[src/design/qpp_ram.sv]
`timescale 1ns / 1ps

module qpp_ram #(
    parameter int  WIDTH = 8,
    parameter int  DEPTH = 16,
    localparam int AW    = $clog2(DEPTH)
) (
    input  logic             clk,
    input  logic             we,
    input  logic [AW-1:0]    waddr,
    input  logic [WIDTH-1:0] wdata,
    input  logic [AW-1:0]    raddr,
    output logic [WIDTH-1:0] rdata
);

    logic [WIDTH-1:0] mem [DEPTH];

    // one write port, one registered read port
    always_ff @(posedge clk)
    begin
        if (we)
        begin
            mem[waddr] <= wdata;
        end
        rdata <= mem[raddr];
    end

endmodule

[config.mk]
export PLATFORM = sky130hd
export DESIGN_NAME = qpp_ram
export DESIGN_NICKNAME = d
export VERILOG_FILES = /design/src/design/qpp_ram.sv
export SDC_FILE = /design/constraint.sdc
export NUM_CORES = 1
export LEC_CHECK = 0
export BUFFER_PORTS_ARGS = -buffer_cell sky130_fd_sc_hd__buf_2
export CAP_MARGIN = 20
export CELL_PAD_IN_SITES_DETAIL_PLACEMENT = 1
export CELL_PAD_IN_SITES_GLOBAL_PLACEMENT = 1
export CORE_MARGIN = 3
export CORE_UTILIZATION = 53
export CTS_BUF_LIST = sky130_fd_sc_hd__clkbuf_8 sky130_fd_sc_hd__clkbuf_16
export DETAILED_ROUTE_END_ITERATION = 10
export GPL_ROUTABILITY_DRIVEN = 0
export PLACE_DENSITY = 0.85
export SLEW_MARGIN = 10
export SYNTH_ARGS = -nofsm -noshare
export SYNTH_HDL_FRONTEND = slang
export SYNTH_SLANG_ARGS = --single-unit
[constraint.sdc]
create_clock -name clk -period 2.3 [get_ports clk]
set_input_delay 0.46 -clock clk [delete_from_list [all_inputs] [get_ports clk]]
set_output_delay 0.46 -clock clk [all_outputs]
set_load 0.01 [all_outputs]
**After elaboration in Yosys (flattened, before gate mapping)**

Memories as Yosys holds them, arrays and structs flattened. A register that Yosys moved wholly into a read port is not among the register bits.
Index checks and enable logic that the tools add are counted.

- Register bits: 0
- Word-level logic and storage cells: 3
- Input bits: 18
- Bits in read-only memories: 0
- Output and inout port bits: 8
- RAM bits: 128
- Memories kept: 1
- Latch bits: 0

- Div/mod/pow operators: 0
- Multiplexer cells: 2
- Bitwise logic cells: 0
- Reductions and logical operators: 0
- Equal/unequal tests: 0
- Shift operators: 0
- Multipliers: 0
- $add $sub $neg: 0
- Order comparisons: 0

Memory list:

| memory | words | width | read ports | clocked after Yosys merged registers in | write ports | line | source |
|---|---|---|---|---|---|---|---|
| mem | 16 | 8 | 1 | 1 | 1 | 16 | `logic [WIDTH-1:0] mem [DEPTH];` |

Operator list:

| kind | number |
|---|---|
| 1-bit two-way mux | 2 |

**Longest topological paths before layout**

- Word-level depth: 2
- Gate-level depth with buffers: 5
- Depth with buffers taken out: 3

**Least setup slack after synthesis**

No wires, ideal clock.

- Path type: input port to flip-flop
- From: input waddr[2]
- To: memory mem[0][0], enable pin
- Slack: 347 ps
- Arrival: 1,570 ps
- Data required time: 1,917 ps
- Path buffers: 0
- Library setup time: 383 ps
- Cell stages on the path: 2
- Cells stage by stage: or3b_2 > nor3_1

RTL lines:

| item | line | source |
|---|---|---|
| from (decl) | 10 | `input logic [AW-1:0] waddr,` |
| to (decl) | 16 |  |

No word-level cell before the write port.

**Worst setup path in the final report**

- From: register rdata[0] (read register of mem)
- To: output rdata[0]

RTL lines:

| item | line | source |
|---|---|---|
| from (decl) | 13 | `output logic [WIDTH-1:0] rdata` |

No word-level cell between the ends.

==> summary.txt <==
Setup path
  – Startpoint Class: flop
  – CP Data Arrival Time: 1050 ps
  – Setup crit end kind: output pin
  – CP delay by family, top: flip-flops
  – CP Max Fanout: 1
  – WS Path Type: reg -> out
  – Crit-path cells: buf_2
  – Worst reg-to-reg path cell count: 3
  – Delay of the slowest critical-path stage: 380 ps
  – Required time of the critical path: 1840 ps
  – Critical path's slowest cell: dfxtp_1
  – Worst path depth: 1
  – WP buf/inv: 1

Logic synthesis
  – Synth warnings: 0
  – Yosys reg bits: 136
  – Post-Syn Instances: 229
  – Netlist cell types: 19
  – Adder-cell share of the synthesized area: 0
  – Synthesized net count: 247
  – Compound-cell area share of the yosys netlist: 0.0233
  – Mean Syn Cell Area: 22.5 sq um
  – Post-synthesis sequential area ratio: 0.778
  – Mapped Area: 5150 sq um
  – Largest family of logic cells by synthesized area: multiplexers
  – Simple-gate share of the synthesized area: 0.0318
  – Post-synthesis xor/xnor area fraction: 0
  – Mux contribution to synthesized area: 0.150

GRT
  – Initial antenna violation count: 0
  – GRT Util Overall: 0.231
  – First-pass GRT wire length: 17.7 mm
  – Pin count of the biggest net entering global routing: 33
  – Number of global-route vias before repair: 2747
  – Met2 GRT Util: 0.387
  – Met3 usage: 0.0562
  – M1 GR Usage: 0.305
  – Overflow after GRT: 0
  – GR peak layer: met2

Die
  – Die height: 105 um
  – # IOs: 26
  – Core area: 9330 sq um
  – Starting Density: 0.552
  – Die Footprint: 10900 sq um
  – Die W: 105 um
  – # rows: 35

Min path
  – Hold depth: 1
  – Type of the worst min-delay path: in -> reg

Final layout
  – Fillers: 776
  – Diode count: 0
  – Final Non-Filler Cells: 424
  – Layout Nets: 300
  – Final Core Density: 0.656
  – Layout cells sized above 1: 0.319
  – Post-route cell area: 6120 sq um
  – Area grow syn2layout: 18.9%

Pwr
  – Cell Pwr Density: 945 nW/um^2
  – Max IR drop VDD: 0.633 mV
  – Leak: 2.10 nW

Placed design
  – IO Port Bufs: 25
  – Post-placement cell count: 392
  – Area after DPL: 5520 sq um
  – Hpwl dp: 7.18 mm

Timing
  – Setup Skew: 15.3 ps
  – Slew margin rel.: 0.486
  – Count of final hold-check violations: 0
  – Peak Freq: 664 MHz
  – Setup TNS Final: 0 ps
  – Final Setup Violations: 0
  – Slew Viols, Final: 0
  – Worst slew pin tran: 768 ps
  – Unrepaired setup endpoints after global routing: no
  – Tmin final: 1510 ps
  – Fin crit share: 0.655

Flow run
  – Max-Cap Viols: 0

Route
  – 1st-pass router iterations: 4
  – WL final: 11.5 mm
  – Drc violations: 0
  – Starting DRT DRC Count: 221
  – Via density: 5.87
  – DR WL/cell: 27.2 um
  – DR vias: 2487
  – DRT antenna net count: 0

Clock network
  – CTS tree: built
  – Num CTS Buffers: 17
  – Depth of the CTS H-tree: 4
  – Number of clock sinks: 136
  – # hold bufs at CTS: 0
  – Skew-Pair Late Insertion Delay: 510 ps
  – Postcts setup bufs: 0
  – Post-cts resize count: 0
  – Clk buf depth: 2
  – Clock-pin slew on the worst setup and hold paths: 60 ps
  – Clk root buf: clkbuf_8

Outcome
  – Status: complete, no violations
[logic make-up (layout without fill, tap and decap cells)]
logic type,after synthesis,in the layout
flops,136,136
simple gates,35,35
compound gates,16,16
mux,32,32
buf+inv,10,76
[cells in the final DEF (no fill, tap or decap), types with 3 or more instances in the layout]
master / instances
buf_2: 25
bufinv_16: 3
buf_4: 17
nand2_1: 9
mux4_2: 18
nor2_1: 13
edfxtp_1: 128
nor3_1: 4
a22oi_1: 16
dfxtp_1: 8
clkbuf_16: 16
mux4_1: 14
clkinv_4: 5
[path summary, 6_finish.rpt]
kind	start	end	slack, ps
worst max-delay path	rdata[0]$_DFF_P_	rdata[0]	790
worst min-delay path	wdata[4]	mem[8][4]$_DFFE_PP_	330
worst max register to register	mem[2][2]$_DFFE_PP_	rdata[2]$_DFF_P_	880
worst min register to register	mem[4][7]$_DFFE_PP_	rdata[7]$_DFF_P_	690
[flip-flops by register name (all words and copies together), names as in the netlist]
name and flops:
mem 128, rdata 8
[cells in the mapped netlist (all sizes together)]
cell	number	area share
nor2b	1	0.0012
dfxtp	8	0.031
and2	1	0.0012
nand2b	2	0.0024
mux4	32	0.15
nand3b	2	0.0029
buf	7	0.011
nand3	1	0.00097
or3b	1	0.0017
clkdlybuf4s25	3	0.0058
nand2	9	0.0066
and2b	1	0.0015
edfxtp	128	0.75
nor2	13	0.0095
nor3	4	0.0039
a22oi	16	0.023
[through the flow]
stage | setup WS (ps) | hold WS [ps] | power (mW)
final | 795 | 327 | 5.78
after global routing | 740 | 333 | 5.96
after detailed placement | 274 | 684 | 3.12
after floorplan | 347 | 559 | 2.98
after global placement | 324 | 646 | 3.09
after CTS | 733 | 310 | 5.83
[layout make-up]
cell class,count,area (sq um),area share
multi-input combinational,83,1060,0.173
clock inverter,14,175,0.0286
sequential,136,4000,0.654
clock buffer,18,428,0.0699
tap,129,161,0.0264
timing repair buffer,44,293,0.0479
[power by group]
part	switching (mW)	internal, mW
combinational	0.157	0.112
sequential	0.0227	2.77
clock	1.03	1.69
total	1.21	4.57
[worst register-to-register path, cell delays in order, from the launching register on]
cell      delay, ps
edfxtp_1        360
mux4_1          520
a22oi_1         300
nand2_1         110
[routing by layer]
| layer | wire length (um) | up-vias |
|---|---|---|
| li1 | - | 1082 |
| met1 | 4540 | 1302 |
| met2 | 6170 | 94 |
| met3 | 732 | 9 |
| met4 | 99 | 0 |
| met5 | 0 | - |
Power figures use the tool's default switching activity.
