### config.mk
export PLATFORM = sky130hd
export DESIGN_NAME = qpp_seq_flat
export DESIGN_NICKNAME = d
export VERILOG_FILES = /design/src/design/qpp_pkg.sv /design/src/design/qpp_if.sv /design/src/design/qpp_seq.sv /design/src/flat_wrapper.sv
export SDC_FILE = /design/constraint.sdc
export NUM_CORES = 1
export LEC_CHECK = 0
export ABC_AREA = 1
export BUFFER_PORTS_ARGS = -buffer_cell sky130_fd_sc_hd__clkbuf_2
export CELL_PAD_IN_SITES_DETAIL_PLACEMENT = 0
export CELL_PAD_IN_SITES_GLOBAL_PLACEMENT = 1
export CORE_ASPECT_RATIO = 1.25
export CORE_UTILIZATION = 30
export CTS_BUF_LIST = sky130_fd_sc_hd__clkbuf_16
export CTS_CLUSTER_SIZE = 10
export DETAILED_ROUTE_END_ITERATION = 7
export PLACE_DENSITY_LB_ADDON = 0.1
export SLEW_MARGIN = 10
export SYNTH_ARGS = -nofsm -noshare
export SYNTH_HDL_FRONTEND = slang
export SYNTH_SLANG_ARGS = --single-unit
### constraint.sdc
create_clock -name clk -period 6 [get_ports clk]
set_input_delay 0.3 -clock clk [delete_from_list [all_inputs] [get_ports clk]]
set_output_delay 0.3 -clock clk [all_outputs]
set_load 0.03 [all_outputs]
### src/design/qpp_pkg.sv
`timescale 1ns / 1ps

package qpp_pkg;

    // defaults for the top level parameters
    localparam int MAX_POINTS_DEF = 64;
    localparam int COORD_BITS_DEF = 32;

    // fixed field widths
    localparam int IDX_W       = 16;
    localparam int QUAD_W      = 2;
    localparam int NUM_QUADS   = 4;
    localparam int COORD_MAX_W = 64;
    localparam int CFG_IDX_W   = 2;

    localparam logic [QUAD_W-1:0] Q_LAST = QUAD_W'(NUM_QUADS - 1);

    // register indexes of the configuration port
    localparam logic [CFG_IDX_W-1:0] REG_CENTER_X = CFG_IDX_W'(0);
    localparam logic [CFG_IDX_W-1:0] REG_CENTER_Y = CFG_IDX_W'(1);

    // sequencer states
    typedef enum logic [2:0] {
        ST_LOAD,
        ST_QSTART,
        ST_EVAL,
        ST_SWAP,
        ST_SWAP2,
        ST_QEND,
        ST_EMIT,
        ST_ECAP
    } seq_state_t;

    // sequencer to output stage
    typedef struct packed {
        logic load;
        logic last;
        logic overflow;
    } emit_ctrl_t;

    // quadrant against the box center, operands sign extended by the caller
    function automatic logic [QUAD_W-1:0] quad_of(
        input logic signed [COORD_MAX_W-1:0] x,
        input logic signed [COORD_MAX_W-1:0] y,
        input logic signed [COORD_MAX_W-1:0] cx,
        input logic signed [COORD_MAX_W-1:0] cy
    );
        logic gx;
        logic gy;
        gx = x > cx;
        gy = y > cy;
        return {gy, gx};
    endfunction

endpackage

### src/design/qpp_if.sv
`timescale 1ns / 1ps

// point item channel
interface qpp_point_if #(
    parameter int COORD_BITS = qpp_pkg::COORD_BITS_DEF
);
    import qpp_pkg::*;

    logic                          valid;
    logic                          ready;
    logic signed [COORD_BITS-1:0]  point_x;
    logic signed [COORD_BITS-1:0]  point_y;
    logic        [IDX_W-1:0]       point_index;
    logic                          last_point;

    modport source (
        output valid, point_x, point_y, point_index, last_point,
        input  ready
    );
    modport sink (
        input  valid, point_x, point_y, point_index, last_point,
        output ready
    );
endinterface


### src/design/qpp_seq.sv
`timescale 1ns / 1ps

module qpp_seq #(
    parameter int MAX_POINTS = qpp_pkg::MAX_POINTS_DEF,
    parameter int COORD_BITS = qpp_pkg::COORD_BITS_DEF
) (
    input  logic                                          clk,
    input  logic                                          rst_n,
    qpp_point_if.sink                                     point_in,
    input  logic signed [COORD_BITS-1:0]                  center_x,
    input  logic signed [COORD_BITS-1:0]                  center_y,
    input  logic                                          out_free,
    output qpp_pkg::emit_ctrl_t                           emit,
    output logic                                          ram_we,
    output logic [$clog2(MAX_POINTS)-1:0]                 ram_waddr,
    output logic [2*COORD_BITS+qpp_pkg::IDX_W-1:0]        ram_wdata,
    output logic [$clog2(MAX_POINTS)-1:0]                 ram_raddr,
    input  logic [2*COORD_BITS+qpp_pkg::IDX_W-1:0]        ram_rdata
);
    import qpp_pkg::*;

    localparam int AW = $clog2(MAX_POINTS);
    localparam int CW = $clog2(MAX_POINTS + 1);
    localparam int DW = 2 * COORD_BITS + IDX_W;

    seq_state_t          state_reg, state_next;
    logic [CW-1:0]       cnt_reg;
    logic [CW-1:0]       qcnt_reg [NUM_QUADS];
    logic                ovf_reg;
    logic [QUAD_W-1:0]   q_reg;
    logic [CW-1:0]       base_reg;
    logic [CW-1:0]       i_reg;
    logic [CW-1:0]       wr_reg;
    logic [CW-1:0]       k_reg;
    logic [DW-1:0]       hold_reg;

    logic                in_fire;
    logic                full;
    logic [QUAD_W-1:0]   load_q;
    logic signed [COORD_BITS-1:0] rd_x;
    logic signed [COORD_BITS-1:0] rd_y;
    logic [QUAD_W-1:0]   rd_q;
    logic                match;
    logic                do_swap;
    logic [CW-1:0]       i_inc;
    logic                more;
    logic [CW:0]         base_sum;
    logic [CW-1:0]       base_cap;
    logic [CW-1:0]       k_inc;

    // load side
    assign in_fire = point_in.valid & point_in.ready;
    assign full    = cnt_reg == CW'(MAX_POINTS);
    assign load_q  = quad_of(COORD_MAX_W'(point_in.point_x), COORD_MAX_W'(point_in.point_y),
                             COORD_MAX_W'(center_x), COORD_MAX_W'(center_y));

    // scan side: entry read last cycle
    assign rd_x    = ram_rdata[DW-1 -: COORD_BITS];
    assign rd_y    = ram_rdata[DW-COORD_BITS-1 -: COORD_BITS];
    assign rd_q    = quad_of(COORD_MAX_W'(rd_x), COORD_MAX_W'(rd_y),
                             COORD_MAX_W'(center_x), COORD_MAX_W'(center_y));
    assign match   = rd_q == q_reg;
    assign do_swap = match && (wr_reg != i_reg);
    assign i_inc   = i_reg + 1'b1;
    assign more    = i_inc < cnt_reg;
    assign k_inc   = k_reg + 1'b1;

    // next group offset, clipped to the loaded count
    assign base_sum = {1'b0, base_reg} + {1'b0, qcnt_reg[q_reg]};
    assign base_cap = (base_sum > {1'b0, cnt_reg}) ? cnt_reg : base_sum[CW-1:0];

    // next state
    always_comb
    begin
        state_next = state_reg;
        unique case (state_reg)
            ST_LOAD:
            begin
                if (in_fire && point_in.last_point)
                begin
                    state_next = ST_QSTART;
                end
            end
            ST_QSTART:
            begin
                state_next = (base_reg < cnt_reg) ? ST_EVAL : ST_QEND;
            end
            ST_EVAL:
            begin
                if (do_swap)
                begin
                    state_next = ST_SWAP;
                end
                else
                begin
                    state_next = more ? ST_EVAL : ST_QEND;
                end
            end
            ST_SWAP:
            begin
                state_next = ST_SWAP2;
            end
            ST_SWAP2:
            begin
                state_next = more ? ST_EVAL : ST_QEND;
            end
            ST_QEND:
            begin
                state_next = (q_reg == Q_LAST) ? ST_EMIT : ST_QSTART;
            end
            ST_EMIT:
            begin
                if (k_reg == cnt_reg)
                begin
                    state_next = ST_LOAD;
                end
                else if (out_free)
                begin
                    state_next = ST_ECAP;
                end
            end
            ST_ECAP:
            begin
                state_next = ST_EMIT;
            end
            default:
            begin
                state_next = ST_LOAD;
            end
        endcase
    end

    // memory port and handshake outputs
    always_comb
    begin
        point_in.ready = 1'b0;
        ram_we         = 1'b0;
        ram_waddr      = cnt_reg[AW-1:0];
        ram_wdata      = {point_in.point_x, point_in.point_y, point_in.point_index};
        ram_raddr      = i_reg[AW-1:0];
        emit.load      = 1'b0;
        emit.last      = k_inc == cnt_reg;
        emit.overflow  = ovf_reg;
        unique case (state_reg)
            ST_LOAD:
            begin
                point_in.ready = 1'b1;
                ram_we         = in_fire & ~full;
            end
            ST_QSTART:
            begin
                ram_raddr = base_reg[AW-1:0];
            end
            ST_EVAL:
            begin
                ram_raddr = do_swap ? wr_reg[AW-1:0] : i_inc[AW-1:0];
            end
            ST_SWAP:
            begin
                // entry at the write pointer moves to the scan position
                ram_we    = 1'b1;
                ram_waddr = i_reg[AW-1:0];
                ram_wdata = ram_rdata;
            end
            ST_SWAP2:
            begin
                // matching entry lands at the write pointer, prefetch next
                ram_we    = 1'b1;
                ram_waddr = wr_reg[AW-1:0];
                ram_wdata = hold_reg;
                ram_raddr = i_inc[AW-1:0];
            end
            ST_QEND:
            begin
                ram_raddr = i_reg[AW-1:0];
            end
            ST_EMIT:
            begin
                ram_raddr = k_reg[AW-1:0];
            end
            ST_ECAP:
            begin
                emit.load = 1'b1;
            end
            default:
            begin
                ram_we = 1'b0;
            end
        endcase
    end

    // control registers
    always_ff @(posedge clk or negedge rst_n)
    begin
        if (!rst_n)
        begin
            state_reg <= ST_LOAD;
            cnt_reg   <= '0;
            for (int n = 0; n < NUM_QUADS; n++)
            begin
                qcnt_reg[n] <= '0;
            end
            ovf_reg   <= 1'b0;
            q_reg     <= '0;
            base_reg  <= '0;
            i_reg     <= '0;
            wr_reg    <= '0;
            k_reg     <= '0;
        end
        else
        begin
            state_reg <= state_next;
            unique case (state_reg)
                ST_LOAD:
                begin
                    if (in_fire)
                    begin
                        if (!full)
                        begin
                            cnt_reg          <= cnt_reg + 1'b1;
                            qcnt_reg[load_q] <= qcnt_reg[load_q] + 1'b1;
                        end
                        else
                        begin
                            ovf_reg <= 1'b1;
                        end
                        if (point_in.last_point)
                        begin
                            q_reg    <= '0;
                            base_reg <= '0;
                        end
                    end
                end
                ST_QSTART:
                begin
                    i_reg  <= base_reg;
                    wr_reg <= base_reg;
                end
                ST_EVAL:
                begin
                    if (!do_swap)
                    begin
                        if (match)
                        begin
                            wr_reg <= wr_reg + 1'b1;
                        end
                        i_reg <= i_inc;
                    end
                end
                ST_SWAP:
                begin
                    i_reg <= i_reg;
                end
                ST_SWAP2:
                begin
                    wr_reg <= wr_reg + 1'b1;
                    i_reg  <= i_inc;
                end
                ST_QEND:
                begin
                    base_reg <= base_cap;
                    q_reg    <= q_reg + 1'b1;
                    k_reg    <= '0;
                end
                ST_EMIT:
                begin
                    // set delivered: back to an empty store
                    if (k_reg == cnt_reg)
                    begin
                        cnt_reg <= '0;
                        for (int n = 0; n < NUM_QUADS; n++)
                        begin
                            qcnt_reg[n] <= '0;
                        end
                        ovf_reg <= 1'b0;
                    end
                end
                ST_ECAP:
                begin
                    k_reg <= k_inc;
                end
                default:
                begin
                    k_reg <= k_reg;
                end
            endcase
        end
    end

    // matching entry held during a swap
    always_ff @(posedge clk)
    begin
        if (state_reg == ST_EVAL && do_swap)
        begin
            hold_reg <= ram_rdata;
        end
    end

    // quadrant counts add up to the loaded count while loading
    logic [CW+1:0] qsum;
    assign qsum = (CW+2)'(qcnt_reg[0]) + (CW+2)'(qcnt_reg[1])
                + (CW+2)'(qcnt_reg[2]) + (CW+2)'(qcnt_reg[3]);

    a_count_sum: assert property (@(posedge clk) disable iff (!rst_n)
        state_reg == ST_LOAD |-> qsum == (CW+2)'(cnt_reg))
        else $error("quadrant counts disagree with loaded count");

    a_swap_order: assert property (@(posedge clk) disable iff (!rst_n)
        state_reg == ST_SWAP |-> wr_reg < i_reg)
        else $error("swap with write pointer not behind scan position");

    a_scan_bound: assert property (@(posedge clk) disable iff (!rst_n)
        state_reg == ST_EVAL |-> i_reg < cnt_reg)
        else $error("scan beyond loaded entries");

    a_base_bound: assert property (@(posedge clk) disable iff (!rst_n)
        state_reg == ST_QSTART |-> base_reg <= cnt_reg)
        else $error("group offset beyond loaded count");

endmodule
### src/flat_wrapper.sv
// flat-port wrapper written by rule: the top's interface ports become plain ports
module qpp_seq_flat import qpp_pkg::*;
#(
    parameter int MAX_POINTS = qpp_pkg::MAX_POINTS_DEF,
    parameter int COORD_BITS = qpp_pkg::COORD_BITS_DEF
)
  (clk, rst_n, center_x, center_y, out_free, emit, ram_we, ram_waddr, ram_wdata, ram_raddr, ram_rdata, point_in_valid, point_in_point_x, point_in_point_y, point_in_point_index, point_in_last_point, point_in_ready);
  qpp_point_if #(.COORD_BITS(COORD_BITS)) point_in_i ();
  input  logic clk;
  input  logic rst_n;
  input  logic signed [COORD_BITS-1:0] center_x;
  input  logic signed [COORD_BITS-1:0] center_y;
  input  logic out_free;
  output qpp_pkg::emit_ctrl_t emit;
  output logic ram_we;
  output logic [$clog2(MAX_POINTS)-1:0] ram_waddr;
  output logic [2*COORD_BITS+qpp_pkg::IDX_W-1:0] ram_wdata;
  output logic [$clog2(MAX_POINTS)-1:0] ram_raddr;
  input  logic [2*COORD_BITS+qpp_pkg::IDX_W-1:0] ram_rdata;
  input wire logic [$bits(point_in_i.valid)-1:0] point_in_valid;
  input wire logic [$bits(point_in_i.point_x)-1:0] point_in_point_x;
  input wire logic [$bits(point_in_i.point_y)-1:0] point_in_point_y;
  input wire logic [$bits(point_in_i.point_index)-1:0] point_in_point_index;
  input wire logic [$bits(point_in_i.last_point)-1:0] point_in_last_point;
  output wire logic [$bits(point_in_i.ready)-1:0] point_in_ready;
  assign point_in_i.valid = point_in_valid;
  assign point_in_i.point_x = point_in_point_x;
  assign point_in_i.point_y = point_in_point_y;
  assign point_in_i.point_index = point_in_point_index;
  assign point_in_i.last_point = point_in_last_point;
  assign point_in_ready = point_in_i.ready;
  qpp_seq #(.MAX_POINTS(MAX_POINTS), .COORD_BITS(COORD_BITS)) u_core (.clk(clk), .rst_n(rst_n), .point_in(point_in_i), .center_x(center_x), .center_y(center_y), .out_free(out_free), .emit(emit), .ram_we(ram_we), .ram_waddr(ram_waddr), .ram_wdata(ram_wdata), .ram_raddr(ram_raddr), .ram_rdata(ram_rdata));
endmodule
# --- Yosys cells after proc, flatten, opt, wreduce, memory -nomap -nowiden ---
# Index checks and enable logic that the tools add are counted.
op_classes:
  add_sub_neg: 7
  order_cmp: 10
  eq_ne: 22
  n_mux: 49
  bitwise: 5
  reduce_logical: 16
op_table:
  columns: ["cell", "count"]
  rows:
  - ["case mux 80 bit (2 select lines)", 1]
  - ["> comparator 32 bit", 4]
  - ["2-to-1 mux 7 bit", 14]
  - ["2-to-1 mux 28 bit", 3]
  - ["case mux 28 bit (2 select lines)", 1]
  - ["case mux 7 bit (2 select lines)", 3]
  - ["case mux 7 bit (3 select lines)", 2]
  - ["adder 7 x 1 -> 7 bit (second input constant)", 5]
  - ["binary-select mux 7 bit (select 2 bit)", 2]
  - ["bitwise mux 28 bit", 1]
  - ["case mux 3 bit (8 select lines)", 1]
  - ["case mux 6 bit (4 select lines)", 1]
  - ["2-to-1 mux 3 bit", 7]
  - ["demux 7 bit (select 2 bit)", 1]
  - ["equality test 7 bit", 2]
  - ["< comparator 7 bit", 2]
  - ["equality test 3 bit (second input constant)", 4]
  - ["case mux 6 bit (2 select lines)", 1]
  - ["!= test 2 x 1 -> 1 bit (second input constant)", 5]
  - ["adder 7 x 7 -> 8 bit", 1]
  - ["> comparator 8 x 7 -> 1 bit", 1]
  - ["AND reduction 4 bit", 2]
  - ["equality test 7 bit (second input constant)", 1]
  - ["!= test 7 bit", 1]
  - ["other kinds (24)", 43]
totals:
  regBits: 149
  input_bits: 229
  output_inout_bits: 97
  word_cells: 122

# --- Longest topological paths before layout ---
logic_depth:
  depth_word: 10
  mapped_depth: 28
  depth_no_buf: 27

# --- Worst setup path after synthesis ---
# No wires, ideal clock.
synth_timing:
  path_type: "input port to flip-flop"
  from: "input port center_y[23]"
  to: "register u_core.hold_reg[0], enable pin"
  setup_ns: 0.520
  arrival_time_ns: 5.277
  t_required_ns: 5.480
  path_slack_ns: 0.203
  path_stages: 15
  n_path_buf: 1
  path_cell_list: "inv_1 > ha_1 > inv_1 > nor3_1 > nand3_1 > nor3b_1 > nand2_1 > nand2_1 > nand2_1 > nand3_1 > nand2_1 > nand2_2 > nand3_2 > buf_2 > nor2_1"
synth_between:
  elab_chain_cells: 4
synth_lines:
  columns: ["element", "line_no", "rtl"]
  rows:
  - ["from (decl)", "flat_wrapper.sv:12", "input logic signed [COORD_BITS-1:0] center_y;"]
  - ["> comparator 32 bit", "qpp_pkg.sv:51", "gy = y > cy;"]
  - ["equality test 2 bit", "qpp_seq.sv:62", "assign match = rd_q == q_reg;"]
  - ["logical AND 1 bit", "qpp_seq.sv:63", "assign do_swap = match && (wr_reg != i_reg);"]
  - ["logical AND 1 bit", "qpp_seq.sv:293", "if (state_reg == ST_EVAL && do_swap)"]
  - ["to (signal assigned)", "qpp_seq.sv:295", "hold_reg <= ram_rdata;"]
  - ["to (decl)", "qpp_seq.sv:35", "logic [DW-1:0] hold_reg;"]
# No other way between the ends.
# A chain may end at the register's enable or synchronous reset.

# --- Worst setup path after layout ---
layout_timing:
  from: "register u_core.q_reg[0]"
  to: "register u_core.base_reg[0]"
layout_between:
  elab_chain_cells: 8
layout_lines:
  columns: ["element", "line_no", "rtl"]
  rows:
  - ["from (decl)", "qpp_seq.sv:30", "logic [QUAD_W-1:0] q_reg;"]
  - ["from (signal assigned)", "qpp_seq.sv:262", "q_reg <= q_reg + 1'b1;"]
  - ["inverter 2 -> 3 bit (not written as such) *", "qpp_seq.sv:69", "assign base_sum = {1'b0, base_reg} + {1'b0, qcnt_reg[q_reg]};"]
  - ["binary-select mux 7 bit (select 2 bit) *", "qpp_seq.sv:69", null]
  - ["2-to-1 mux 7 bit (not written as such) * (2 in a row)", "qpp_seq.sv:69", null]
  - ["adder 7 x 7 -> 8 bit *", "qpp_seq.sv:69", null]
  - ["> comparator 8 x 7 -> 1 bit", "qpp_seq.sv:70", "assign base_cap = (base_sum > {1'b0, cnt_reg}) ? cnt_reg : base_sum[CW-1:0];"]
  - ["2-to-1 mux 7 bit *", "qpp_seq.sv:70", null]
  - ["case mux 7 bit (2 select lines) *", "qpp_seq.sv:213", "unique case (state_reg)"]
  - ["to (signal assigned)", "qpp_seq.sv:261", "base_reg <= base_cap;"]
  - ["to (decl)", "qpp_seq.sv:31", "logic [CW-1:0] base_reg;"]
# Every way passes the cells marked *; elsewhere a longest branch is shown, timed or not. The select of a mux whose other input is x is not followed.

==> impl_metrics.py <==
metrics = {
    "setup_path": {
        "path_common_cell": "o21ai_0",
        "critPathBufInv": 3,
        "arrival_ps": 4450,
        "cp.required_ps": 6340,
        "slowest_stage": "o21ai_0",
        "r2r-start": "u_core.q_reg[0]",
        "start_kind": "flop",
        "r2r-end": "u_core.base_reg[0]",
        "r2r_cells": 20,
        "end_kind": "flop",
        "path_class": "reg -> reg",
        "max_stage_delay_ps": 540,
        "cp_top_family": "compound AO/OA/AOI/OAI gates",
        "rrSetupSlack_ps": 1880,
        "crit_fanout": 19,
        "path_cells": "clkinv_1 > o21ai_0 > o22ai_1 > ha_1 > fa_1 > nand3_1 > and2_1 > nor2_1 > o21ai_0 > nand2_1 > xnor2_1 > inv_1 > ha_1 > nand4_1 > nor3_1 > o21ai_0 > buf_4 > a21oi_1 > o21ai_0 > o21ai_0",
    },
    "layout": {
        "largest_register_ffs": 80,
        "final_common_cell": "nand2_1",
        "finalNetCount": 2371,
        "drive_above_1_share": 0.214,
        "seqCellArea_um2": 4130,
        "layout_common_cells": "nand2_1 (501), clkbuf_2 (324), inv_1 (206)",
        "n_fill_cell": 4484,
        "multi_input_area_um2": 7360,
        "area_growth_pct": 22.6,
    },
    "hold_path": {
        "whs_path_depth": 1,
        "hold_path.class": "in -> reg",
        "whs_endpoint": "u_core.hold_reg[1]",
        "hold_start": "ram_rdata[1]",
    },
    "floorplan": {
        "core_um2": 41000,
        "dieArea_um2": 42300,
        "rows": 83,
        "fp.dieH_um": 230,
        "initial_core_util": 0.303,
        "io_pins": 326,
        "dieWidth_um": 184,
    },
    "timing": {
        "skew_ps": 11.5,
        "period_needed_ps": 4120,
        "setup_viol": 0,
        "period_share": 0.686,
        "fmax_mhz": 243,
        "tightest_slew_ps": 1030,
        "fin_ws_ps": 1880,
        "slew_headroom": 0.312,
        "setup_tns_ps": 0,
        "hold_viol": 0,
        "slew_viol_final": 0,
        "rsz0062_at_grt": "no",
    },
    "global_route": {
        "grtUsageMet3": 0.0502,
        "grt_remaining_overflow": 0,
        "grt.busiest_layer": "met2",
        "use_met1": 0.265,
        "grt_max_degree": 82,
        "antenna_found_initial": 6,
        "grt_pass1_vias": 12600,
        "grt_pass1_wl_um": 73800,
        "grt_use_total": 0.232,
        "use_met2": 0.419,
    },
    "yosys": {
        "synthSimpleGateAreaFrac": 0.288,
        "ys_ff_latch": 149,
        "synth_edf_count": 80,
        "synth.mux.area_fraction": 0,
        "yosys.cell_types.count": 58,
        "synthAdderAreaFrac": 0.163,
        "synth_compound_area_frac": 0.119,
        "yosysWarningCount": 0,
        "synthXorXnorAreaFrac": 0.0190,
        "syn-cell-area_um2": 12400,
        "async_flop_share": 0.463,
        "ys.flop_type": "edfxtp_1",
        "postSynthCellCount": 1667,
        "syn_nets": 2058,
        "synth-seq-area-share": 0.332,
        "avgSynthCellArea_um2": 7.47,
        "synth_top_family_by_area": "simple AND/OR/NAND/NOR gates",
    },
    "cts": {
        "clock_sinks": 149,
        "htreeDepth": 4,
        "clk_pin_slew_worst_paths_ps": 70,
        "clock_path_buffers": 2,
        "root_buffer": "clkbuf_16",
        "ctsResizeCount": 0,
        "postCtsSetupBuffers": 0,
        "cts_hold_buf": 0,
        "cts_tree": "yes",
        "cts_made_buffers": 17,
        "insertion_delay_ps": 460,
    },
    "drt": {
        "drt-initial-drc-count": 555,
        "drt-total-wl_um": 48200,
        "drcViolationCount": 0,
        "first_pass_iters": 5,
        "antenna_left": 0,
        "wl_per_cell_um": 18.9,
        "vias": 12400,
        "via_per_inst": 4.85,
    },
    "outcome": {
        "status": "finished, final reports clean",
    },
    "pwr": {
        "ir_drop_v": 0.000239,
        "cellPowerDensity_nw_per_um2": 449,
        "p_leak_nw": 7.77,
    },
    "placed_design": {
        "dp_hpwl_um": 38600,
        "port_buffers": 325,
        "pre_cts_ws_ps": 1900,
        "gp_congestion": 0.876,
    },
    "flow_run": {
        "max_cap_viol_count": 0,
    },
}
[stage by stage]
| step | hold slack [ps] | instance area, um2 | utilization | total power [mW] | cells |
|---|---|---|---|---|---|
| after global routing | 14.5 | 15300 | 0.372 | 7.34 | 2546 |
| after global placement | 466 | 14700 | 0.358 | 5.80 | 2513 |
| final | 26.8 | 15300 | 0.372 | 6.84 | 2548 |
| after CTS | 1.58 | 15300 | 0.372 | 6.90 | 2545 |
| after floorplan | 4.41 | 12400 | - | 4.35 | 1667 |
| after detailed placement | 466 | 14700 | 0.358 | 5.78 | 2513 |
[cells in the mapped netlist (3+ instances only)]
cell type  count  share of area
o22ai_1       15         0.0075
o21ai_0       73          0.029
dfrtp_1       69           0.14
o21ai_1       16         0.0064
buf_6          3         0.0027
nor2_2        11         0.0055
nand3_1      131          0.053
a21oi_1      100          0.040
nor2_4         4         0.0036
nand3_2        7         0.0056
a211oi_1       7         0.0042
a31oi_1        3         0.0015
nand3b_1       3         0.0018
o211ai_1      10         0.0060
o221ai_1       7         0.0049
nand2_1      501           0.15
nor3_1        15         0.0060
inv_2          6         0.0018
nand2_2       15         0.0075
xnor2_1       13         0.0091
nand4_1       35          0.018
a21o_1         5         0.0030
edfxtp_1      80           0.19
ha_1         161           0.16
nor2_1        82          0.025
clkbuf_1      33          0.010
xor2_1        14         0.0099
o21a_1         7         0.0042
inv_1        205          0.062
[per-layer routing]
| layer | vias to the layer above | wire, um |
|---|---|---|
| met1 | 5759 | 19700 |
| met3 | 50 | 2530 |
| met2 | 307 | 24800 |
| met4 | 4 | 1250 |
| li1 | 6235 | - |
| met5 | - | 29 |
[kinds of logic after synthesis]
logic type / after synthesis
xor gates and xnor gates: 27
and+or+nand+nor: 817
DFF: 149
buffers and inverters: 254
AOI/OAI and AO/OA: 258
adders and majority gates: 162
[where the power goes]
part / switching, mW / internal (mW) / total [mW] / leakage [nW]
Clock: 0.498 / 0.590 / 1.09 / 0.280
Sequential: 0.235 / 1.29 / 1.53 / 1.62
Combinational: 3.00 / 1.23 / 4.23 / 5.87
Total: 3.73 / 3.11 / 6.84 / 7.77
[area by class of cell]
class | instances | area share
Tap cell | 552 | 0.0453
Clock buffer | 18 | 0.0295
Timing Repair Buffer | 335 | 0.112
Inverter | 213 | 0.0524
Clock inverter | 14 | 0.00713
Sequential cell | 149 | 0.271
Antenna cell | 3 | 0.000492
Multi-Input combinational cell | 1264 | 0.482
[worst max path at each step]
stage | startpoint | endpoint | slack (ps) | depth (start not counted)
final | u_core.q_reg[0] | u_core.base_reg[0] | 1880 | 20
after global routing | u_core.q_reg[0] | u_core.base_reg[1] | 1390 | 20
after CTS | u_core.q_reg[0] | u_core.base_reg[1] | 1880 | 20
after detailed placement | u_core.q_reg[0] | u_core.base_reg[2] | 1900 | 20
after global placement | u_core.q_reg[0] | u_core.base_reg[1] | 1980 | 20
after floorplan | center_y[23] | u_core.hold_reg[0] | 200 | 15
Power figures use the tool's default switching activity.
